File: src/rtl/jacobi_linear_solver_defines.svh
// Assertion macros shared by the solver RTL
`ifndef JACOBI_LINEAR_SOLVER_DEFINES_SVH
`define JACOBI_LINEAR_SOLVER_DEFINES_SVH
// clocked implication check, disabled while the active-low reset is asserted
`define JLS_ASSERT_IMP(label, clk, rstn, ante, cons, msg) \
    label: assert property (@(posedge clk) disable iff (!rstn) (ante) |-> (cons)) \
        else $error(msg);
// next-cycle implication check
`define JLS_ASSERT_NEXT(label, clk, rstn, ante, cons, msg) \
    label: assert property (@(posedge clk) disable iff (!rstn) (ante) |=> (cons)) \
        else $error(msg);
`endif

File: src/rtl/jls_pkg.sv
// Shared types and constants of the Jacobi solver
package jls_pkg;
    localparam int N_ROWS     = 4;
    localparam int N_COLS     = N_ROWS + 1;
    localparam int DATA_WIDTH = 32;
    localparam int FRAC_BITS  = 16;
    localparam int ROW_W      = 2;
    localparam int COL_W      = 3;
    localparam int ACC_W      = 2 * DATA_WIDTH + 4;
    localparam int NUM_W      = ACC_W + 1;
    localparam int DIV_W      = NUM_W + FRAC_BITS;
    localparam int DCNT_W     = $clog2(DIV_W + 1);

    localparam logic [1:0] OP_LOAD_COEF  = 2'd0;
    localparam logic [1:0] OP_LOAD_GUESS = 2'd1;
    localparam logic [1:0] OP_START      = 2'd2;

    typedef enum logic [2:0] {
        ST_IDLE, ST_MAC, ST_DIV_START, ST_DIV_WAIT, ST_COMMIT, ST_EMIT
    } state_t;

    typedef struct packed {
        logic clr_acc;
        logic mac;
        logic div_start;
        logic store_next;
        logic commit;
        logic clr_dz;
    } dp_cmd_t;

    typedef struct packed {
        logic div_busy;
        logic div_done;
    } dp_stat_t;
endpackage

File: src/rtl/jacobi_linear_solver.sv
// Jacobi iterative solver top level
// Usage:
//   s_axis: tdata holds op, row, col, value. Op 0 loads a coefficient (col 4 is b),
//   op 1 loads a guess element, op 2 starts iteration_count sweeps. Loads give
//   no item. A start item gives four result items on m_axis, rows 0..3, tlast on
//   row 3, tuser the divide-by-zero flag of the solve.
//   Each row of a sweep runs N_ROWS multiply steps, drains the product pipeline,
//   starts the divider, waits for the bit-serial restoring divider and stores
//   the quotient; each sweep ends with a commit of the new guess. A zero
//   diagonal skips the divider loop.
//   s_tready is low from a start item until the last result is taken.
//   A stalled receiver holds the current result; the solver waits.
//   Reset clears the guess to zero and sets iteration_count to 30; the coefficient
//   store is undefined until written.
//   cfg_we writes iteration_count; write only while the block is idle (not enforced).
module jacobi_linear_solver import jls_pkg::*; (
    input  logic        aclk,
    input  logic        aresetn,
    input  logic        cfg_we,
    input  logic [7:0]  cfg_wdata,
    input  logic        s_tvalid,
    output logic        s_tready,
    input  logic [39:0] s_tdata,   // op[1:0], row[3:2], col[6:4], value[38:7], zero
    output logic        m_tvalid,
    input  logic        m_tready,
    output logic [39:0] m_tdata,   // row_index[1:0], solution[33:2], zero
    output logic        m_tlast,
    output logic        m_tuser    // divide_by_zero
);
    logic [7:0] iter_reg;
    logic [1:0] op;
    logic [ROW_W-1:0] row;
    logic [COL_W-1:0] col;
    logic signed [DATA_WIDTH-1:0] value;
    logic acc, idle;
    dp_cmd_t cmd;
    dp_stat_t stat;
    logic [ROW_W-1:0] j_idx, k_idx, emit_row;
    logic signed [DATA_WIDTH-1:0] rd_value;
    logic dz_flag;

    assign op = s_tdata[1:0];
    assign row = s_tdata[3:2];
    assign col = s_tdata[6:4];
    assign value = s_tdata[38:7];
    assign s_tready = idle;
    assign acc = s_tvalid && s_tready;

    always_ff @(posedge aclk) begin
        if (!aresetn) iter_reg <= 8'd30;
        else if (cfg_we) iter_reg <= cfg_wdata;
    end

    jls_controller u_ctrl (
        .aclk(aclk), .aresetn(aresetn), .start(acc && op == OP_START),
        .iteration_count(iter_reg), .stat(stat), .m_ready(m_tready), .cmd(cmd),
        .j_idx(j_idx), .k_idx(k_idx), .idle(idle), .emit_valid(m_tvalid),
        .emit_row(emit_row)
    );

    jls_datapath u_dp (
        .aclk(aclk), .aresetn(aresetn),
        .load_coef(acc && op == OP_LOAD_COEF && col < COL_W'(N_COLS)),
        .load_guess(acc && op == OP_LOAD_GUESS), .ld_row(row), .ld_col(col),
        .ld_value(value), .cmd(cmd), .j_idx(j_idx), .k_idx(k_idx), .rd_idx(emit_row),
        .stat(stat), .rd_value(rd_value), .dz_flag(dz_flag)
    );

    assign m_tdata = {6'd0, rd_value, emit_row};
    assign m_tlast = (emit_row == ROW_W'(N_ROWS - 1));
    assign m_tuser = dz_flag;
endmodule

File: src/rtl/jls_divider.sv
// Restoring divider: signed numerator times 2^FRAC_BITS over signed divisor, saturating
module jls_divider import jls_pkg::*; (
    input  logic                         aclk,
    input  logic                         aresetn,
    input  logic                         start,
    input  logic signed [NUM_W-1:0]      num,
    input  logic signed [DATA_WIDTH-1:0] den,
    output logic                         busy,
    output logic                         done,
    output logic signed [DATA_WIDTH-1:0] quot,
    output logic                         dz
);
    `include "jacobi_linear_solver_defines.svh"
    localparam logic [DIV_W-1:0] LIM_POS = DIV_W'((64'd1 << (DATA_WIDTH - 1)) - 64'd1);
    localparam logic [DIV_W-1:0] LIM_NEG = DIV_W'(64'd1 << (DATA_WIDTH - 1));
    localparam logic signed [DATA_WIDTH-1:0] VMAX = {1'b0, {(DATA_WIDTH-1){1'b1}}};
    localparam logic signed [DATA_WIDTH-1:0] VMIN = {1'b1, {(DATA_WIDTH-1){1'b0}}};

    logic              busy_reg, busy_next, done_reg, done_next;
    logic [DIV_W-1:0]  rem_reg, rem_next, q_reg, q_next, dvd_reg, dvd_next;
    logic [DATA_WIDTH-1:0] ud_reg, ud_next;
    logic              neg_reg, neg_next;
    logic [DCNT_W-1:0] cnt_reg, cnt_next;
    logic signed [DATA_WIDTH-1:0] quot_reg, quot_next;
    logic              dz_reg, dz_next;
    logic [DIV_W-1:0]  un, rsh, qn;
    logic [DIV_W-1:0]  lim;

    always_comb begin
        busy_next = busy_reg;
        done_next = 1'b0;
        rem_next = rem_reg;
        q_next = q_reg;
        dvd_next = dvd_reg;
        ud_next = ud_reg;
        neg_next = neg_reg;
        cnt_next = cnt_reg;
        quot_next = quot_reg;
        dz_next = 1'b0;
        un = num[NUM_W-1] ? DIV_W'(-num) : DIV_W'(num);
        lim = neg_reg ? LIM_NEG : LIM_POS;
        rsh = {rem_reg[DIV_W-2:0], dvd_reg[DIV_W-1]};
        qn = {q_reg[DIV_W-2:0], 1'b0};
        if (start) begin
            if (den == '0) begin
                done_next = 1'b1;
                dz_next = 1'b1;
                quot_next = (num == '0) ? '0 : (num[NUM_W-1] ? VMIN : VMAX);
            end else begin
                busy_next = 1'b1;
                neg_next = num[NUM_W-1] ^ den[DATA_WIDTH-1];
                ud_next = den[DATA_WIDTH-1] ? DATA_WIDTH'(-den) : DATA_WIDTH'(den);
                dvd_next = un << FRAC_BITS;
                rem_next = '0;
                q_next = '0;
                cnt_next = DCNT_W'(DIV_W);
            end
        end else if (busy_reg) begin
            if (cnt_reg == '0) begin
                busy_next = 1'b0;
                done_next = 1'b1;
                if (q_reg > lim) quot_next = neg_reg ? VMIN : VMAX;
                else if (neg_reg) quot_next = DATA_WIDTH'(-q_reg);
                else quot_next = DATA_WIDTH'(q_reg);
            end else begin
                // one quotient bit per cycle
                if (rsh >= DIV_W'(ud_reg)) begin
                    rem_next = rsh - DIV_W'(ud_reg);
                    q_next = qn | DIV_W'(1);
                end else begin
                    rem_next = rsh;
                    q_next = qn;
                end
                dvd_next = dvd_reg << 1;
                cnt_next = cnt_reg - 1'b1;
            end
        end
    end

    always_ff @(posedge aclk) begin
        if (!aresetn) begin
            busy_reg <= 1'b0;
            done_reg <= 1'b0;
            dz_reg <= 1'b0;
        end else begin
            busy_reg <= busy_next;
            done_reg <= done_next;
            dz_reg <= dz_next;
        end
        rem_reg <= rem_next;
        q_reg <= q_next;
        dvd_reg <= dvd_next;
        ud_reg <= ud_next;
        neg_reg <= neg_next;
        cnt_reg <= cnt_next;
        quot_reg <= quot_next;
    end

    assign busy = busy_reg;
    assign done = done_reg;
    assign quot = quot_reg;
    assign dz = dz_reg;

    `JLS_ASSERT_NEXT(a_div_zero_done, aclk, aresetn, start && den == '0, done && !busy,
        "zero divisor must finish at once")
    `JLS_ASSERT_IMP(a_div_dz_done, aclk, aresetn, dz, done, "dz without done")
endmodule

File: src/rtl/jls_datapath.sv
// Solver datapath: coefficient store, guess registers, multiply-accumulate and divider
module jls_datapath import jls_pkg::*; (
    input  logic                         aclk,
    input  logic                         aresetn,
    input  logic                         load_coef,
    input  logic                         load_guess,
    input  logic [ROW_W-1:0]             ld_row,
    input  logic [COL_W-1:0]             ld_col,
    input  logic signed [DATA_WIDTH-1:0] ld_value,
    input  dp_cmd_t                      cmd,
    input  logic [ROW_W-1:0]             j_idx,
    input  logic [ROW_W-1:0]             k_idx,
    input  logic [ROW_W-1:0]             rd_idx,
    output dp_stat_t                     stat,
    output logic signed [DATA_WIDTH-1:0] rd_value,
    output logic                         dz_flag
);
    logic signed [DATA_WIDTH-1:0] coef_mem [N_ROWS][N_COLS];
    logic signed [DATA_WIDTH-1:0] guess_reg [N_ROWS];
    logic signed [DATA_WIDTH-1:0] next_reg [N_ROWS];
    logic signed [ACC_W-1:0]      acc_reg, acc_next;
    logic signed [2*DATA_WIDTH-1:0] prod_reg;
    logic                         prod_vld_reg;
    logic                         dz_reg, dz_next;
    logic signed [NUM_W-1:0]      num;
    logic signed [DATA_WIDTH-1:0] quot;
    logic                         div_dz;

    always_ff @(posedge aclk) begin
        if (load_coef) coef_mem[ld_row][ld_col] <= ld_value;
    end

    // floor shift is an arithmetic shift
    always_comb begin
        acc_next = acc_reg;
        if (cmd.clr_acc) acc_next = '0;
        else if (prod_vld_reg) acc_next = acc_reg + ACC_W'(prod_reg >>> FRAC_BITS);
        dz_next = dz_reg;
        if (cmd.clr_dz) dz_next = 1'b0;
        else if (div_dz) dz_next = 1'b1;
    end

    always_ff @(posedge aclk) begin
        if (!aresetn) begin
            prod_vld_reg <= 1'b0;
            dz_reg <= 1'b0;
            for (int i = 0; i < N_ROWS; i++) guess_reg[i] <= '0;
        end else begin
            prod_vld_reg <= cmd.mac && (k_idx != j_idx);
            dz_reg <= dz_next;
            if (load_guess) guess_reg[ld_row] <= ld_value;
            else if (cmd.commit)
                for (int i = 0; i < N_ROWS; i++) guess_reg[i] <= next_reg[i];
        end
        prod_reg <= coef_mem[j_idx][k_idx] * guess_reg[k_idx];
        acc_reg <= acc_next;
        if (cmd.store_next) next_reg[j_idx] <= quot;
    end

    assign num = NUM_W'(coef_mem[j_idx][N_ROWS]) - NUM_W'(acc_reg);

    jls_divider u_div (
        .aclk(aclk), .aresetn(aresetn), .start(cmd.div_start), .num(num),
        .den(coef_mem[j_idx][j_idx]), .busy(stat.div_busy), .done(stat.div_done),
        .quot(quot), .dz(div_dz)
    );

    assign rd_value = guess_reg[rd_idx];
    assign dz_flag = dz_reg;
endmodule

File: src/rtl/jls_controller.sv
// Solver sequencer: sweep, row and column counters and output handshake
module jls_controller import jls_pkg::*; (
    input  logic             aclk,
    input  logic             aresetn,
    input  logic             start,
    input  logic [7:0]       iteration_count,
    input  dp_stat_t         stat,
    input  logic             m_ready,
    output dp_cmd_t          cmd,
    output logic [ROW_W-1:0] j_idx,
    output logic [ROW_W-1:0] k_idx,
    output logic             idle,
    output logic             emit_valid,
    output logic [ROW_W-1:0] emit_row
);
    `include "jacobi_linear_solver_defines.svh"
    state_t state_reg, state_next;
    logic [ROW_W-1:0] j_reg, j_next, k_reg, k_next;
    logic [7:0] sweep_reg, sweep_next;
    logic [1:0] drain_reg, drain_next;

    always_ff @(posedge aclk) begin
        if (!aresetn) begin
            state_reg <= ST_IDLE;
            j_reg <= '0;
            k_reg <= '0;
            sweep_reg <= '0;
            drain_reg <= '0;
        end else begin
            state_reg <= state_next;
            j_reg <= j_next;
            k_reg <= k_next;
            sweep_reg <= sweep_next;
            drain_reg <= drain_next;
        end
    end

    always_comb begin
        state_next = state_reg;
        j_next = j_reg;
        k_next = k_reg;
        sweep_next = sweep_reg;
        drain_next = drain_reg;
        cmd = '0;
        case (state_reg)
            ST_IDLE: begin
                if (start) begin
                    cmd.clr_dz = 1'b1;
                    cmd.clr_acc = 1'b1;
                    j_next = '0;
                    k_next = '0;
                    sweep_next = '0;
                    state_next = (iteration_count == 8'd0) ? ST_EMIT : ST_MAC;
                end
            end
            ST_MAC: begin
                cmd.mac = 1'b1;
                k_next = k_reg + 1'b1;
                if (k_reg == ROW_W'(N_ROWS - 1)) begin
                    drain_next = 2'd2;
                    state_next = ST_DIV_START;
                end
            end
            ST_DIV_START: begin
                // let the product pipeline drain
                if (drain_reg != 2'd0) drain_next = drain_reg - 1'b1;
                else begin
                    cmd.div_start = 1'b1;
                    state_next = ST_DIV_WAIT;
                end
            end
            ST_DIV_WAIT: begin
                if (stat.div_done) begin
                    cmd.store_next = 1'b1;
                    cmd.clr_acc = 1'b1;
                    k_next = '0;
                    if (j_reg == ROW_W'(N_ROWS - 1)) state_next = ST_COMMIT;
                    else begin
                        j_next = j_reg + 1'b1;
                        state_next = ST_MAC;
                    end
                end
            end
            ST_COMMIT: begin
                cmd.commit = 1'b1;
                j_next = '0;
                sweep_next = sweep_reg + 1'b1;
                state_next = (sweep_reg + 8'd1 == iteration_count) ? ST_EMIT : ST_MAC;
            end
            ST_EMIT: begin
                if (m_ready) begin
                    j_next = j_reg + 1'b1;
                    if (j_reg == ROW_W'(N_ROWS - 1)) begin
                        j_next = '0;
                        state_next = ST_IDLE;
                    end
                end
            end
            default: state_next = ST_IDLE;
        endcase
    end

    assign j_idx = j_reg;
    assign k_idx = k_reg;
    assign idle = (state_reg == ST_IDLE);
    assign emit_valid = (state_reg == ST_EMIT);
    assign emit_row = j_reg;

    `JLS_ASSERT_IMP(a_start_idle, aclk, aresetn, cmd.div_start, !stat.div_busy,
        "divider started while busy")
    `JLS_ASSERT_IMP(a_commit_row, aclk, aresetn, cmd.commit, j_reg == ROW_W'(N_ROWS - 1),
        "commit before last row")
endmodule
File: config.mk
export PLATFORM = sky130hd
export DESIGN_NAME = jacobi_linear_solver
export DESIGN_NICKNAME = d
export VERILOG_FILES = /design/src/rtl/jls_pkg.sv /design/src/rtl/jacobi_linear_solver.sv /design/src/rtl/jls_divider.sv /design/src/rtl/jls_datapath.sv /design/src/rtl/jls_controller.sv
export VERILOG_INCLUDE_DIRS = /design/src /design/src/rtl
export SDC_FILE = /design/constraint.sdc
export NUM_CORES = 2
export LEC_CHECK = 0
export ABC_AREA = 1
export BUFFER_PORTS_ARGS = -buffer_cell sky130_fd_sc_hd__buf_2
export CAP_MARGIN = 20
export CORE_ASPECT_RATIO = 1.25
export CORE_MARGIN = 2
export CORE_UTILIZATION = 60
export DETAILED_ROUTE_END_ITERATION = 8
export GPL_TIMING_DRIVEN = 0
export HOLD_SLACK_MARGIN = 0.06
export PLACE_DENSITY = 0.74
export SYNTH_ARGS = -nofsm -noshare
export SYNTH_HDL_FRONTEND = slang
export SYNTH_SLANG_ARGS = --single-unit
File: constraint.sdc
create_clock -name aclk -period 25.6 [get_ports aclk]
set_input_delay 3.84 -clock aclk [delete_from_list [all_inputs] [get_ports aclk]]
set_output_delay 3.84 -clock aclk [all_outputs]
set_load 0.01 [all_outputs]
==> Word-level counts from Yosys, hierarchy flattened <==
Memories as Yosys holds them, arrays and structs flattened. A register that Yosys moved wholly into a read port is not among the register bits.
Cells that the tools add are included.
{ "classes": {"n_mux": 102, "multipliers": 1, "eq_ne": 22, "n_lt_le_gt_ge": 7, "addsub": 11, "bitwise_logic": 10, "reduce_logical": 31} }
{ "ops": {"columns": ["cell", "count"], "rows": [
  ["2-to-1 mux 85 bit", 8],
  ["2-to-1 mux 32 bit", 20],
  ["2-to-1 mux 84 bit", 4],
  ["binary-select mux 32 bit (select 3 bit)", 2],
  ["2-to-1 mux 160 bit", 1],
  ["demux 32 bit (select 3 bit)", 1],
  [">= comparator 85 x 32 -> 1 bit", 1],
  ["greater-than comparator 85 x 32 -> 1 bit", 1],
  ["subtractor 84 x 32 -> 84 bit", 1],
  ["logical NOT 69 bit", 1],
  ["2-to-1 mux 69 bit", 1],
  ["negator 69 bit", 1],
  ["subtractor 32 x 68 -> 69 bit", 1],
  ["adder 68 x 48 -> 68 bit", 1],
  ["multiplier 32 x 32 -> 64 bit", 1],
  ["negator 32 bit", 2],
  ["logical NOT 32 bit", 1],
  ["OR reduction 32 bit", 1],
  ["2-to-1 mux 31 bit", 1],
  ["2-to-1 mux 2 bit", 15],
  ["2-to-1 mux 1 bit", 29],
  ["2-to-1 mux 7 bit", 4],
  ["2-to-1 mux 3 bit", 9],
  ["one-hot mux 3 bit (6 select lines)", 1],
  ["41 further kinds", 76]
]} }
{ "word_totals": {"memories": 3, "ram_bits": 896, "out_inout_bits": 44, "wordCells": 208, "regBits": 488, "input_bits": 53} }
{ "memory_table": {"columns": ["memory", "words", "width", "read_ports", "rd_clocked_by_memory_dff", "write_ports", "line_no", "source"], "rows": [
  ["u_dp.coef_mem", 4, 160, 1, 1, 1, "jls_datapath.sv:18", "logic signed [DATA_WIDTH-1:0] coef_mem [N_ROWS][N_COLS];"],
  ["u_dp.guess_reg", 4, 32, 2, 2, 4, "jls_datapath.sv:19", "logic signed [DATA_WIDTH-1:0] guess_reg [N_ROWS];"],
  ["u_dp.next_reg", 4, 32, 4, 0, 1, "jls_datapath.sv:20", "logic signed [DATA_WIDTH-1:0] next_reg [N_ROWS];"]
]} }

==> Longest topological paths before layout <==
{ "depth": {"word_depth": 8, "ltp_mapped": 43, "depth_no_buf": 40} }

==> By module <==
A second synthesis with hierarchy kept.
{ "hier_totals": {"hier_cells": 12473, "area_unflattened_um2": 108753.1} }
{ "by_module_without_submodules": {"columns": ["module", "area_per_inst_um2", "instances", "cells_each", "seq_area_each_um2"], "rows": [
  ["jls_datapath", 84551.1, 1, 9020, 29268.1],
  ["jls_divider", 22545.4, 1, 3192, 9369.0],
  ["jls_controller", 1278.7, 1, 206, 340.3],
  ["jacobi_linear_solver", 377.9, 1, 55, 160.2]
]} }

==> Worst setup path before layout <==
OpenSTA, ideal clock, no wires.
{ "synth_path": {"path_type": "register to register", "startpoint": "reg with a tool-made name", "endpoint": "reg u_dp.u_div.cnt_reg[0] (enable)", "setup_time_ns": 0.932, "slack_ns": 10.420, "path_buffers": 4, "arrival_time_ns": 14.248, "period_less_slack_ns": 15.180, "t_required_ns": 24.668, "path_stages_with_launch": 17, "path_cell_list": "dfxtp_1 -> buf_6 -> buf_2 -> buf_4 -> buf_2 -> nor2_1 -> o22ai_1 -> nor2_1 -> o21ai_0 -> nor2_1 -> nand2_1 -> nor3b_1 -> nand2_1 -> nand2_1 -> inv_2 -> nor2_2 -> a21oi_1"} }
{ "synth_rtl": {"columns": ["item", "line_no", "source"], "rows": [
  ["end signal: assignment", "jls_divider.sv:95", "cnt_reg <= cnt_next;"],
  ["end: declaration", "jls_divider.sv:23", "logic [DCNT_W-1:0] cnt_reg, cnt_next;"]
]} }

==> Worst setup path in the final report <==
{ "layout_path": {"startpoint": "reg u_ctrl.k_reg[0] (netlist: u_ctrl.k_idx[0])", "endpoint": "reg u_dp.prod_reg[62]"} }
{ "layout_between": {"elab_chain_len": 5} }
{ "layout_rtl": {"columns": ["item", "line_no", "source"], "rows": [
  ["start: declaration", "jls_controller.sv:18", "logic [ROW_W-1:0] j_reg, j_next, k_reg, k_next;"],
  ["start signal: assignment", "jls_controller.sv:32", "k_reg <= k_next;"],
  ["NOT 2 -> 3 bit (implied by the code)", "jls_datapath.sv:55", "prod_reg <= coef_mem[j_idx][k_idx] * guess_reg[k_idx];"],
  ["binary-select mux 32 bit (select 3 bit)", "jls_datapath.sv:55", null],
  ["2-to-1 mux 32 bit (implied by the code) (2 in series)", "jls_datapath.sv:55", null],
  ["multiplier 32 x 32 -> 64 bit", "jls_datapath.sv:55", null],
  ["end signal: assignment", "jls_datapath.sv:55", null],
  ["end: declaration", "jls_datapath.sv:22", "logic signed [2*DATA_WIDTH-1:0] prod_reg;"]
]} }
Every way passes these cells. The select of a mux whose other input is x is not followed.
A chain may end at the register's enable or synchronous reset.

==> results.yml <==
finish:
  nNetsFinal: 14505
  area_delta_synth_final_pct: 9.14
  fill_cells: 14830
  instances_no_fill: 15492
  largest_register_ffs: 640
  drive_gt1_share_pct: 5.91
cts:
  clk_latency_ns: 0.88
  post_cts_buffers: 0
  cts.sinks: 1356
  ctsResizeCount: 0
  cts-hold-fix-buffers: 0
  clk_pin_slew_ns: 0.07
  numCtsBuffers: 135
  cts_tree: "done"
  clock-root-buffer: "clkbuf_16"
  cts_max_level: 4
  clk_path_buf_depth: 3
critical_path:
  required_ns: 26.26
  cpMaxStageDelayCell: "clkbuf_1"
  cp_slowest_stage_delay_ns: 0.99
  r2r_start: "u_ctrl.k_idx[0]"
  critPathMaxFanout: 10
  reg2reg_to: "u_dp.prod_reg[62]"
  r2r_slack_ns: 13.68
  r2r_cells: 35
  crit_arrival_ns: 12.58
  crit_path_start_kind: "flop"
  cp-end-kind: "flop"
  crit_type: "flop to flop"
  crit_top_cell: "fa_1"
routing:
  dr_total_vias: 96784
  first_pass_iters: 8
  first_iter_violations: 13169
  drc: 0
  wl_per_cell_um: 28.5
  antenna_left: 0
  routed_wl_um: 441000
  via_per_inst: 6.25
global_routing:
  met2_usage_pct: 72.7
  track_usage_pct: 47.2
  grt_pass1_vias: 96535
  met1_usage_pct: 54.5
  antenna_found_initial: 30
  grt_first_pass_wirelength_um: 633000
  overflow: 0
  busiest_layer: "met2"
  grt_use_met3_pct: 13.3
  grt_max_degree: 35
placement:
  portBuffers: 89
  place_inst: 15221
  gp_congestion: 1.11
  hpwlAfterDp_um: 351000
synth:
  ys_warn_count: 0
  syn_area_per_cell_um2: 8.66
  synth_flop_cell: "edfxtp_1"
  synthesis.area_um2: 110000
  synth_async_sr_flop_share_pct: 0
  synthCells: 12664
  synth_seq_cells: 1356
  synth_edf_count: 1206
  ys_types: 67
  yosysSeqAreaShare_pct: 35.7
die:
  core-area_um2: 182000
  die_x_um: 387
  io_pins: 97
  initial_core_util_pct: 60.4
  core.rowCount: 175
  die_h_um: 482
  die_area_um2: 186000
worst_hold_path:
  worstHoldPathType: "flop to flop"
  whs_path_depth: 2
  min_from: "u_ctrl.drain_reg[1]"
  hold_end: "u_ctrl.drain_reg[1]"
timing:
  period_minus_slack_ns: 11.92
  setup_viol: 0
  min_period_over_period_pct: 46.5
  drv_slew: 0
  hold-worst-slack_ns: 0.476
  setup-tns-final_ns: 0
  fin_skew_ns: 0.0917
  max_slew_margin_pct: 4.59
  max_freq_mhz: 83.9
  final_hold_viol_count: 0
  tightest_slew_ns: 1.43
  rsz0062_at_grt: "false"
outcome:
  outcome: "finished clean"
job:
  maxCapViolations: 0
placed cells by master (no fill, tap or decap), types with 112 or more instances in the layout:
cell,synthesis,final
nand2_1,2378,2374
inv_1,2103,2103
nor2_1,1663,1638
edfxtp_1,1206,1206
fa_1,1084,1083
o21ai_0,715,711
nand3_1,653,653
a21oi_1,586,585
ha_1,390,390
clkbuf_1,347,362
xor2_1,202,202
buf_2,72,163
dfxtp_1,150,150
clkbuf_16,0,136
nand4_1,112,112
cell type report:
cell class              instances  area (um^2)  share of cell area [%]
clock buffers                 158         3500                    2.92
well taps                    2389         2990                    2.50
repair buffers                172         1930                    1.61
multi-input cells            8683        60700                    50.7
diodes                         23         57.6                  0.0481
flip-flops and latches       1356        39200                    32.7
inverters                    2154         8090                    6.75
clock inverters                81         1180                   0.985
plain buffers                 476         2070                    1.73
critical path: cells and delay by family (launching register included):
family / cells / cell delay, ns
simple gates: 13 / 2.31
fa+ha+maj: 9 / 4.90
buf+inv: 11 / 3.66
flops: 1 / 0.34
xor+xnor: 1 / 0.35
compound gates: 1 / 0.12
synth_stat cells (33+ instances only):
cell | instances | share of area [%]
nand2_1 | 2378 | 8.1
inv_1 | 2103 | 7.2
nor2_1 | 1663 | 5.7
edfxtp_1 | 1206 | 33
fa_1 | 1084 | 20
o21ai_0 | 715 | 3.3
nand3_1 | 653 | 3.0
a21oi_1 | 586 | 2.7
ha_1 | 390 | 4.4
clkbuf_1 | 347 | 1.2
xor2_1 | 202 | 1.6
dfxtp_1 | 150 | 2.7
nand4_1 | 112 | 0.64
o22ai_1 | 101 | 0.58
xnor2_1 | 94 | 0.75
nor3_1 | 91 | 0.42
buf_2 | 72 | 0.33
o21ai_1 | 68 | 0.31
a31oi_1 | 52 | 0.30
o211ai_1 | 51 | 0.35
nand2_2 | 47 | 0.27
nor2_2 | 41 | 0.23
or2_2 | 40 | 0.23
nand3_2 | 38 | 0.35
nor4_1 | 36 | 0.21
inv_2 | 33 | 0.11
kinds of logic (layout without fill, tap and decap cells):
logic type / count (synthesis) / count (layout) / synth area share (%)
flops: 1356 / 1356 / 35.7
xor+xnor: 297 / 297 / 2.38
fa+ha+maj: 1474 / 1474 / 24.2
simple gates: 5149 / 5149 / 19.5
compound gates: 1757 / 1757 / 8.87
other cells: 1 / 29 / 0.00342
buf+inv: 2630 / 3041 / 9.25
metrics by stage:
step           utilization (%)  instance area [um^2]  setup slack, ns
2_1_floorplan                -                110000            10.42
3_3_place_gp              62.3                113000             3.08
3_5_place_dp              63.2                115000            14.00
4_1_cts                   65.8                120000            13.94
5_1_grt                   65.9                120000            13.44
6_report                  65.9                120000            13.68
metal layers:
layer  routed length, um  share of wire [%]  vias up
met5                  50              0.011        -
met3               53500                 12     1952
met2              194000                 44     6975
met4               47100                 11        8
met1              146000                 33    46607
li1                    -                  -    41242
worst max path at each step:
| stage | from | end | depth (start not counted) |
|---|---|---|---|
| after floorplan | flop | u_dp.u_div.cnt_reg[0] | 16 |
| after global placement | u_ctrl.emit_row[1] | u_dp.u_div.q_reg[15] | 13 |
| after detailed placement | flop | u_dp.prod_reg[55] | 29 |
| after CTS | flop | u_dp.prod_reg[55] | 29 |
| after global routing | flop | u_dp.prod_reg[62] | 38 |
| final | u_ctrl.k_idx[0] | u_dp.prod_reg[62] | 35 |
Power is left out: the tool's default activity adds up to more than one toggle a clock period on the data nets, which glitch-free logic cannot reach.
